### src/rtl/core/bfs_pkg.sv
// ----------------------------------------------------------------------------
// bfs_pkg
// Types and codes shared by the bounded queue with membership search.
// ----------------------------------------------------------------------------
package bfs_pkg;

   localparam int DATA_W   = 32;
   localparam int MODE_W   = 2;
   localparam int STATUS_W = 2;
   localparam int CAP_W    = 4;
   localparam int COUNT_W  = 4;

   localparam logic [CAP_W-1:0] CAP_RESET = 4'd7;

   typedef enum logic [MODE_W-1:0] {
      MODE_ENQ  = 2'd0,
      MODE_DEQ  = 2'd1,
      MODE_FIND = 2'd2,
      MODE_NOP  = 2'd3
   } mode_type;

   typedef enum logic [STATUS_W-1:0] {
      STATUS_DONE  = 2'd0,
      STATUS_FULL  = 2'd1,
      STATUS_EMPTY = 2'd2
   } status_type;

   typedef enum logic [2:0] {
      ST_IDLE = 3'b001,
      ST_DEQ  = 3'b010,
      ST_SCAN = 3'b100
   } state_type;

endpackage

### src/rtl/core/bounded_fifo_with_search_unit.sv
// ----------------------------------------------------------------------------
// bounded_fifo_with_search_unit
// Ring-buffer queue of signed 32-bit values with a programmable capacity,
// one request per start beat: enqueue, dequeue or membership find.
// ----------------------------------------------------------------------------
// A request is taken when start is high and busy is low; its one result beat
// appears on the rsp_ ports, flagged by rsp_valid for a single cycle, and the
// receiver cannot stall it. Enqueue, every request on an empty queue and the
// unused mode answer in the next cycle with busy staying low. Dequeue passes
// through ST_DEQ with busy high (one registered read of the slot memory). Find
// walks the held entries through the same single read port, one entry per
// cycle, and stops at the first match or after the last held entry. The
// capacity register may be written only while the block is idle; capacities
// above DEPTH act as DEPTH and zero refuses every enqueue.
module bounded_fifo_with_search_unit #(
   parameter int DEPTH = 8
) (
   input  logic                                clock,
   input  logic                                reset,
   input  logic                                start,
   output logic                                busy,
   input  logic [bfs_pkg::MODE_W-1:0]          req_mode,
   input  logic signed [bfs_pkg::DATA_W-1:0]   req_value_in,
   output logic                                rsp_valid,
   output logic [bfs_pkg::STATUS_W-1:0]        rsp_status,
   output logic signed [bfs_pkg::DATA_W-1:0]   rsp_value_out,
   output logic                                rsp_found,
   output logic [bfs_pkg::COUNT_W-1:0]         rsp_entry_count,
   output logic                                rsp_is_empty,
   output logic                                rsp_is_full,
   input  logic                                csr_write_enable,
   input  logic [bfs_pkg::CAP_W-1:0]           csr_write_data
);
   import bfs_pkg::*;

   localparam int PTR_W = $clog2(DEPTH);
   localparam int OCC_W = $clog2(DEPTH + 1);
   localparam int CMP_W = (OCC_W > CAP_W) ? OCC_W : CAP_W;

   logic [DATA_W-1:0] mem [DEPTH];
   logic [DATA_W-1:0] rd_data_ff;
   logic [PTR_W-1:0]  rd_addr;
   logic              mem_we;

   state_type         state_ff, state_in;
   logic [PTR_W-1:0]  rd_ptr_ff, rd_ptr_in;
   logic [PTR_W-1:0]  wr_ptr_ff, wr_ptr_in;
   logic [OCC_W-1:0]  occ_ff, occ_in;
   logic [CAP_W-1:0]  cap_ff;
   logic [PTR_W-1:0]  scan_ptr_ff, scan_ptr_in;
   logic [OCC_W-1:0]  scan_left_ff, scan_left_in;
   logic [DATA_W-1:0] value_ff;

   logic                rsp_valid_ff, rsp_valid_in;
   status_type          rsp_status_ff, rsp_status_in;
   logic [DATA_W-1:0]   rsp_value_ff, rsp_value_in;
   logic                rsp_found_ff, rsp_found_in;
   logic [CMP_W-1:0]    occ_next_ext;

   logic accept;
   logic scan_match;

   function automatic logic [PTR_W-1:0] ptr_next(input logic [PTR_W-1:0] p);
      logic [PTR_W-1:0] n;
      n = (p == PTR_W'(DEPTH - 1)) ? '0 : p + 1'b1;
      return n;
   endfunction

   // full when occupancy reaches min(capacity, DEPTH)
   function automatic logic is_full_f(input logic [OCC_W-1:0] occ,
                                      input logic [CAP_W-1:0] cap);
      logic f;
      f = (occ >= OCC_W'(DEPTH)) || (CMP_W'(occ) >= CMP_W'(cap));
      return f;
   endfunction

   assign accept     = start && !busy;
   assign busy       = (state_ff != ST_IDLE);
   assign scan_match = (rd_data_ff == value_ff);

   always_comb begin
      state_in      = state_ff;
      rd_ptr_in     = rd_ptr_ff;
      wr_ptr_in     = wr_ptr_ff;
      occ_in        = occ_ff;
      scan_ptr_in   = scan_ptr_ff;
      scan_left_in  = scan_left_ff;
      rsp_valid_in  = 1'b0;
      rsp_status_in = STATUS_DONE;
      rsp_value_in  = '0;
      rsp_found_in  = 1'b0;
      mem_we        = 1'b0;
      rd_addr       = rd_ptr_ff;
      unique case (state_ff)
         ST_IDLE: begin
            if (accept) begin
               unique case (mode_type'(req_mode))
                  MODE_ENQ: begin
                     rsp_valid_in = 1'b1;
                     if (is_full_f(occ_ff, cap_ff)) begin
                        rsp_status_in = STATUS_FULL;
                     end else begin
                        mem_we    = 1'b1;
                        wr_ptr_in = ptr_next(wr_ptr_ff);
                        occ_in    = occ_ff + 1'b1;
                     end
                  end
                  MODE_DEQ: begin
                     if (occ_ff == '0) begin
                        rsp_valid_in  = 1'b1;
                        rsp_status_in = STATUS_EMPTY;
                        rsp_value_in  = '1;
                     end else begin
                        state_in = ST_DEQ;
                     end
                  end
                  MODE_FIND: begin
                     if (occ_ff == '0) begin
                        rsp_valid_in  = 1'b1;
                        rsp_status_in = STATUS_EMPTY;
                     end else begin
                        state_in     = ST_SCAN;
                        scan_ptr_in  = ptr_next(rd_ptr_ff);
                        scan_left_in = occ_ff;
                     end
                  end
                  MODE_NOP: begin
                     rsp_valid_in = 1'b1;
                  end
                  default: begin
                     rsp_valid_in = 1'b1;
                  end
               endcase
            end
         end
         ST_DEQ: begin
            // head slot read was issued on the request beat
            rsp_valid_in = 1'b1;
            rsp_value_in = rd_data_ff;
            rd_ptr_in    = ptr_next(rd_ptr_ff);
            occ_in       = occ_ff - 1'b1;
            state_in     = ST_IDLE;
         end
         ST_SCAN: begin
            // rd_data_ff holds the entry addressed in the previous cycle
            rd_addr      = scan_ptr_ff;
            scan_ptr_in  = ptr_next(scan_ptr_ff);
            scan_left_in = scan_left_ff - 1'b1;
            if (scan_match || (scan_left_ff == OCC_W'(1))) begin
               rsp_valid_in = 1'b1;
               rsp_found_in = scan_match;
               state_in     = ST_IDLE;
            end
         end
         default: begin
            state_in = ST_IDLE;
         end
      endcase
   end

   always_ff @(posedge clock) begin
      if (mem_we) begin
         mem[wr_ptr_ff] <= req_value_in;
      end
      rd_data_ff <= mem[rd_addr];
   end

   always_ff @(posedge clock) begin
      if (reset) begin
         state_ff     <= ST_IDLE;
         rd_ptr_ff    <= '0;
         wr_ptr_ff    <= '0;
         occ_ff       <= '0;
         cap_ff       <= CAP_RESET;
         rsp_valid_ff <= 1'b0;
      end else begin
         state_ff     <= state_in;
         rd_ptr_ff    <= rd_ptr_in;
         wr_ptr_ff    <= wr_ptr_in;
         occ_ff       <= occ_in;
         rsp_valid_ff <= rsp_valid_in;
         if (csr_write_enable) begin
            cap_ff <= csr_write_data;
         end
      end
   end

   always_ff @(posedge clock) begin
      scan_ptr_ff   <= scan_ptr_in;
      scan_left_ff  <= scan_left_in;
      rsp_status_ff <= rsp_status_in;
      rsp_value_ff  <= rsp_value_in;
      rsp_found_ff  <= rsp_found_in;
      if (accept) begin
         value_ff <= req_value_in;
      end
   end

   assign occ_next_ext = CMP_W'(occ_ff);

   // flags follow the live occupancy, which has settled on the response beat
   assign rsp_valid       = rsp_valid_ff;
   assign rsp_status      = rsp_status_ff;
   assign rsp_value_out   = rsp_value_ff;
   assign rsp_found       = rsp_found_ff;
   assign rsp_entry_count = occ_next_ext[COUNT_W-1:0];
   assign rsp_is_empty    = (occ_ff == '0);
   assign rsp_is_full     = is_full_f(occ_ff, cap_ff);

`ifndef SYNTHESIS
   a_rsp_only_when_idle: assert property (@(posedge clock) disable iff (reset)
      rsp_valid |-> !busy)
      else $error("response beat while a request is still in progress");

   a_occ_bounded: assert property (@(posedge clock) disable iff (reset)
      occ_ff <= OCC_W'(DEPTH))
      else $error("occupancy beyond queue depth");

   a_request_progress: assert property (@(posedge clock) disable iff (reset)
      accept |=> (rsp_valid || busy))
      else $error("accepted request neither answered nor in progress");

   a_scan_has_work: assert property (@(posedge clock) disable iff (reset)
      (state_ff == ST_SCAN) |-> (scan_left_ff != '0) && (occ_ff != '0))
      else $error("find scan running with nothing left to compare");

   a_deq_not_empty: assert property (@(posedge clock) disable iff (reset)
      (state_ff == ST_DEQ) |=> (rsp_valid && $past(occ_ff) != '0))
      else $error("dequeue read on an empty queue");
`endif

endmodule
### config.mk
export PLATFORM = sky130hd
export DESIGN_NAME = bounded_fifo_with_search_unit
export DESIGN_NICKNAME = d
export VERILOG_FILES = /design/src/rtl/core/bfs_pkg.sv /design/src/rtl/core/bounded_fifo_with_search_unit.sv
export SDC_FILE = /design/constraint.sdc
export NUM_CORES = 1
export LEC_CHECK = 0
export BUFFER_PORTS_ARGS = -buffer_cell sky130_fd_sc_hd__buf_4
export CAP_MARGIN = 10
export CORE_ASPECT_RATIO = 1.4
export CORE_MARGIN = 10
export CORE_UTILIZATION = 45
export DETAILED_ROUTE_END_ITERATION = 16
export RECOVER_POWER = 25
export SLEW_MARGIN = 15
export SYNTH_ARGS = -nofsm -noshare
export SYNTH_HDL_FRONTEND = slang
export SYNTH_SLANG_ARGS = --single-unit
export TNS_END_PERCENT = 10
### constraint.sdc
create_clock -name clock -period 6.47 [get_ports clock]
set_input_delay 0 -clock clock [delete_from_list [all_inputs] [get_ports clock]]
set_output_delay 0 -clock clock [all_outputs]
set_load 0.02 [all_outputs]
; ---- Yosys cells after proc, flatten, opt, wreduce, memory -nomap -nowiden
; Memory sizes are Yosys's and may differ from the RTL's. A register that Yosys moved wholly into a read port is not among the register bits.
; Index checks and enable logic that the tools add are counted.
[totals]
mem_count = 1
in_bits = 42
out_inout_bits = 43
ramBits = 256
reg_bits = 92
[memory_table]
columns = name, depth, width, rd, rd_clocked_by_memory_dff, write_ports, line
row1 = mem, 8, 32, 1, 1, 1, bounded_fifo_with_search_unit.sv:40  ; logic [DATA_W-1:0] mem [DEPTH];
[classes]
n_eq_ne = 21
n_bitwise = 1
add_sub_neg = 6
reduce_logical = 16
magnitude_cmp = 2
mux = 40
[op_table]
columns = operator, n
row1 = $mux 32, 3
row2 = $pmux 32 s2, 1
row3 = $mux 3, 11
row4 = $eq 32x32->1, 1
row5 = $mux 4, 6
row6 = $pmux 3 s2, 3
row7 = $pmux 4 s2, 2
row8 = $eq 3x3->1 const B, 4
row9 = $reduce_and 4->1, 3
row10 = $mux 1, 10
row11 = $add 3x1->3 const B, 3
row12 = $ne 2x2->1 const B, 4
row13 = $sub 4x1->4 const B, 2
row14 = $ne 3x1->1 const B, 2
row15 = $ne 3x3->1 const B, 2
row16 = $reduce_and 5->1, 1
row17 = $add 4x1->4 const B, 1
row18 = $eq 2x2->1 const B, 2
row19 = $eq 4x1->1 const B, 1
row20 = $ge 4x4->1, 1
row21 = $ge 4x4->1 const B, 1
row22 = $logic_not 4->1, 1
row23 = $ne 2x1->1 const B, 2
row24 = $pmux 2 s2, 1
row25 = 14 further kinds, 18

; ---- Depth between registers and ports, before layout
[depth]
depth_word = 8
ltp_mapped = 11
ltp_nobuf = 8

; ---- Worst setup path before layout
; Ideal clock, no wire load.
[synth_path]
path_kind = flip-flop to flip-flop
from = register state_ff[0]
to = memory mem[2][0], enable pin
stages_incl_launch_ff = 7
synth_period_minus_slack_ps = 6034
t_arrival_ps = 5521
setup_ps = 513
setup_slack_ps = 436
n_path_buf = 1
t_required_ps = 5957
cell_sequence = dfxtp_1 > nor3b_2 > and2_1 > nand2_1 > or2_1 > clkbuf_1 > nor4b_1
[synth_via]
elab_chain_len = 7
word_cells_on_any_way = 8
classes_between = eq/ne: 2 / mux: 4 / reduce/logical: 2
[synth_lines]
columns = element, line
row1 = "start, declared", bounded_fifo_with_search_unit.sv:45  ; state_type state_ff, state_in;
row2 = "start signal, assigned", bounded_fifo_with_search_unit.sv:177  ; state_ff <= state_in;
row3 = $ne 3x1->1, bounded_fifo_with_search_unit.sv:78  ; assign busy = (state_ff != ST_IDLE);
row4 = $logic_not 1->1, bounded_fifo_with_search_unit.sv:77  ; assign accept = start && !busy;
row5 = $logic_and 1x1->1, bounded_fifo_with_search_unit.sv:77
row6 = $mux 1, bounded_fifo_with_search_unit.sv:96  ; if (accept) begin
row7 = $mux 1 *, bounded_fifo_with_search_unit.sv:94  ; unique case (state_ff)
row8 = $mux 1 *, bounded_fifo_with_search_unit.sv:162  ; if (mem_we) begin
row9 = $mux 1 (implied by the code) *, bounded_fifo_with_search_unit.sv:163  ; mem[wr_ptr_ff] <= req_value_in;
row10 = "end, declared", bounded_fifo_with_search_unit.sv:40
; Mark *: on every way between the ends. The rest lies on a longest branch, timed or not.

; ---- Worst setup path after layout
[layout_path]
from = register state_ff[0]
to = memory mem[6][22], enable pin
; Same word-level chain as after synthesis.

==> flow_summary.yaml <==
routing:
  drtAntennaViolNets: 0
  firstDrtPassIters: 4
  avgViaCountPerCell: 5.20
  num_vias: 7100
  drt-wirelength-per-cell_um: 21.4
  drc: 0
  drt_wl_total_mm: 29.2
  drt_iter0_drc: 346
power_and_ir_drop:
  power.leakage_uw: 0.00627
  p_per_area_nw_per_um2: 300
  vdd_ir_drop_max_mv: 0.202
sta:
  slew_viol_final: 0
  hold_viol: 0
  max_slew_margin: 0.326
  worst_pin_slew_ns: 1.01
  min_period_ns: 3.95
  rsz0062_at_grt: "false"
  skew_ns: 0.0171
  finalSetupTns_ns: 0
  setup_violations: 0
  period_share: 0.610
  timing.fmax_mhz: 253
grt:
  grt_max_degree: 65
  antenna_found_initial: 0
  overflow: 0
  grt_pass1_vias: 7655
  grt_pass1_wl_mm: 45.1
  grt_usage: 0.151
clock_network:
  cts_buffers: 38
  clock_sinks: 380
  clk_latency_ns: 0.53
  cts_root_buffer: "clkbuf_16"
  post_cts_resized: 0
  cts_buffer_depth: 3
  htreeDepth: 2
  path_clk_slew_ns: 0.06
  postCtsSetupBuffers: 0
  cts_tree: "done"
layout:
  area_growth_syn_to_layout_pct: 18.9
  layout-drive-gt1-share: 0.218
  nets: 1008
  fin_cells: 1366
  antenna_cells: 0
  seqCellArea_um2: 10600
  multi_input_area_um2: 3370
  fillers: 2454
synthesis:
  synth-seq-cells: 380
  synth-edff-count: 295
  synthCells: 794
  synth-seq-area-share: 0.745
  syn-cell-area_um2: 14200
  yosysWarnings: 0
  yosys.cell_types.count: 44
  synth_area_per_cell_um2: 17.9
  yosys_most_used_dff: "edfxtp_1"
  synth_nets: 855
  async_flop_share: 0
die:
  core_area_um2: 30900
  dieArea_um2: 39100
  rows: 76
  start_util: 0.459
  io_pins: 85
  die_h_um: 230
  die_w_um: 170
placed_design:
  place_inst: 1249
  hpwl_mm: 17.0
  numPortBuffers: 84
  gp_congestion: 0.734
setup_path:
  critPathArrivalTime_ns: 4.12
  critPathRequiredTime_ns: 6.64
  slowest_delay_ns: 0.86
  slowest_stage: "and2_2"
  crit_type: "reg -> reg"
  start_kind: "flip-flop"
  path_delay_family: "simple AND/OR/NAND/NOR gates"
  worstPathCellList: "nor3b_2 -> and2_2 -> nand2_1 -> nor2_1 -> nand2_1 -> nor3b_2 -> buf_4"
  path_buf_inv: 1
  end_kind: "flip-flop"
  path_max_fanout: 36
hold_path:
  min-delay-path-class: "in -> reg"
run_status:
  status: "finished clean"
run:
  drv_cap: 0
==> sequential cells by signal, indices dropped and copies added, names as in the netlist <==
name and count:
cap_ff 4, mem 256, rd_data_ff 32, rd_ptr_ff 3
rsp_entry_count 4, rsp_found 1, rsp_status 2, rsp_valid 1
rsp_value_out 32, scan_left_ff 4, scan_ptr_ff 3, state_ff 3
value_ff 32, wr_ptr_ff 3
==> cell type report <==
class	instances	share of cell area
repair buffers	148	0.0689
multi-input cells	366	0.200
clock inverters	18	0.0105
well taps	390	0.0289
clock buffers	51	0.0629
inverters	13	0.00289
flip-flops and latches	380	0.626
==> per-layer routing <==
metal	global-route usage	up-vias	routed length, µm
li1	-	3316	-
met1	0.186	3591	12200
met2	0.262	153	15100
met3	0.0302	40	1320
met4	0.0412	0	579
met5	0	-	0
==> cell usage in the layout (no fill, tap or decap), types with 4 or more instances in the layout <==
cell           synthesis  layout
a21o_1                35      35
a21oi_1               11      11
buf_4                  0      75
clkbuf_1              13      32
clkbuf_16              0      39
clkbuf_8               0       4
clkinv_2               0       7
dfxtp_1               85      85
dlygate4sd3_1          0      48
edfxtp_1             295     295
ha_1                  18      18
inv_1                 11      11
mux4_2                62      62
nand2_1              127     127
nand4_1                8       8
nor2_1                12      11
nor4_1                 5       4
o21ai_1                6       6
xnor2_1               36      36
==> logic make-up after synthesis <==
group | after synthesis | share of synthesized area
flops | 380 | 0.745
xor+xnor | 36 | 0.0222
buf+inv | 48 | 0.0234
fa+ha+maj | 19 | 0.0173
simple gates | 180 | 0.0559
mux | 71 | 0.107
compound gates | 60 | 0.0289
==> where the power goes <==
part,total [µW],internal [µW],switching [µW],leakage [µW]
Combinational,197,86.2,110,0.00228
Sequential,2700,2670,20.7,0.00338
Clock,2160,1280,888,0.000602
==> repair_timing <==
item	in CTS	in global routing
setup endpoints to repair	0	0
hold buffers	48	0
endpoints found under the hold margin	308	0
==> worst paths after layout <==
path	cells after the start	start	endpoint	slack, ns
max	7	state_ff[0]$_SDFFE_PP1P_	mem[6][22]$_DFFE_PP_	2.52
min	2	req_value_in[2]	mem[1][2]$_DFFE_PP_	0.29
max reg2reg	7	state_ff[0]$_SDFFE_PP1P_	mem[6][22]$_DFFE_PP_	2.52
min reg2reg	1	rd_data_ff[26]$_DFF_P_	rsp_value_out[26]$_DFF_P_	0.48
==> metrics by stage <==
step | instance area, µm² | util | worst slack [ns] | power [µW] | hold WS [ns]
2_1_floorplan | 14200 | - | 0.436 | 2830 | 0.0989
3_3_place_gp | 15200 | 0.492 | 2.58 | 2930 | 0.224
3_5_place_dp | 15200 | 0.493 | 2.42 | 2930 | 0.225
4_1_cts | 17000 | 0.549 | 2.40 | 5120 | 0.236
5_1_grt | 16900 | 0.546 | 2.19 | 5220 | 0.299
6_report | 16900 | 0.546 | 2.52 | 5060 | 0.285
==> cell usage after synthesis (5+ instances only) <==
library cell  count  area [µm²]
edfxtp_1        295        8860
nand2_1         127         477
dfxtp_1          85        1700
mux4_2           62        1400
xnor2_1          36         315
a21o_1           35         263
ha_1             18         225
clkbuf_1         13        48.8
nor2_1           12        45.0
a21oi_1          11        55.1
inv_1            11        41.3
buf_2             9        45.0
nand4_1           8        50.1
buf_12            7         140
o21ai_1           6        30.0
clkbuf_4          5        37.5
mux2i_1           5        50.1
nor3_1            5        25.0
nor4_1            5        31.3
==> worst register-to-register path: stages (launching register included) <==
cell and delay, ns:
dfxtp_1 0.36, nor3b_2 0.30, and2_2 0.86, nand2_1 0.26
nor2_1 0.27, nand2_1 0.23, nor3b_2 0.78, buf_4 0.52
Power figures use the tool's default switching activity.
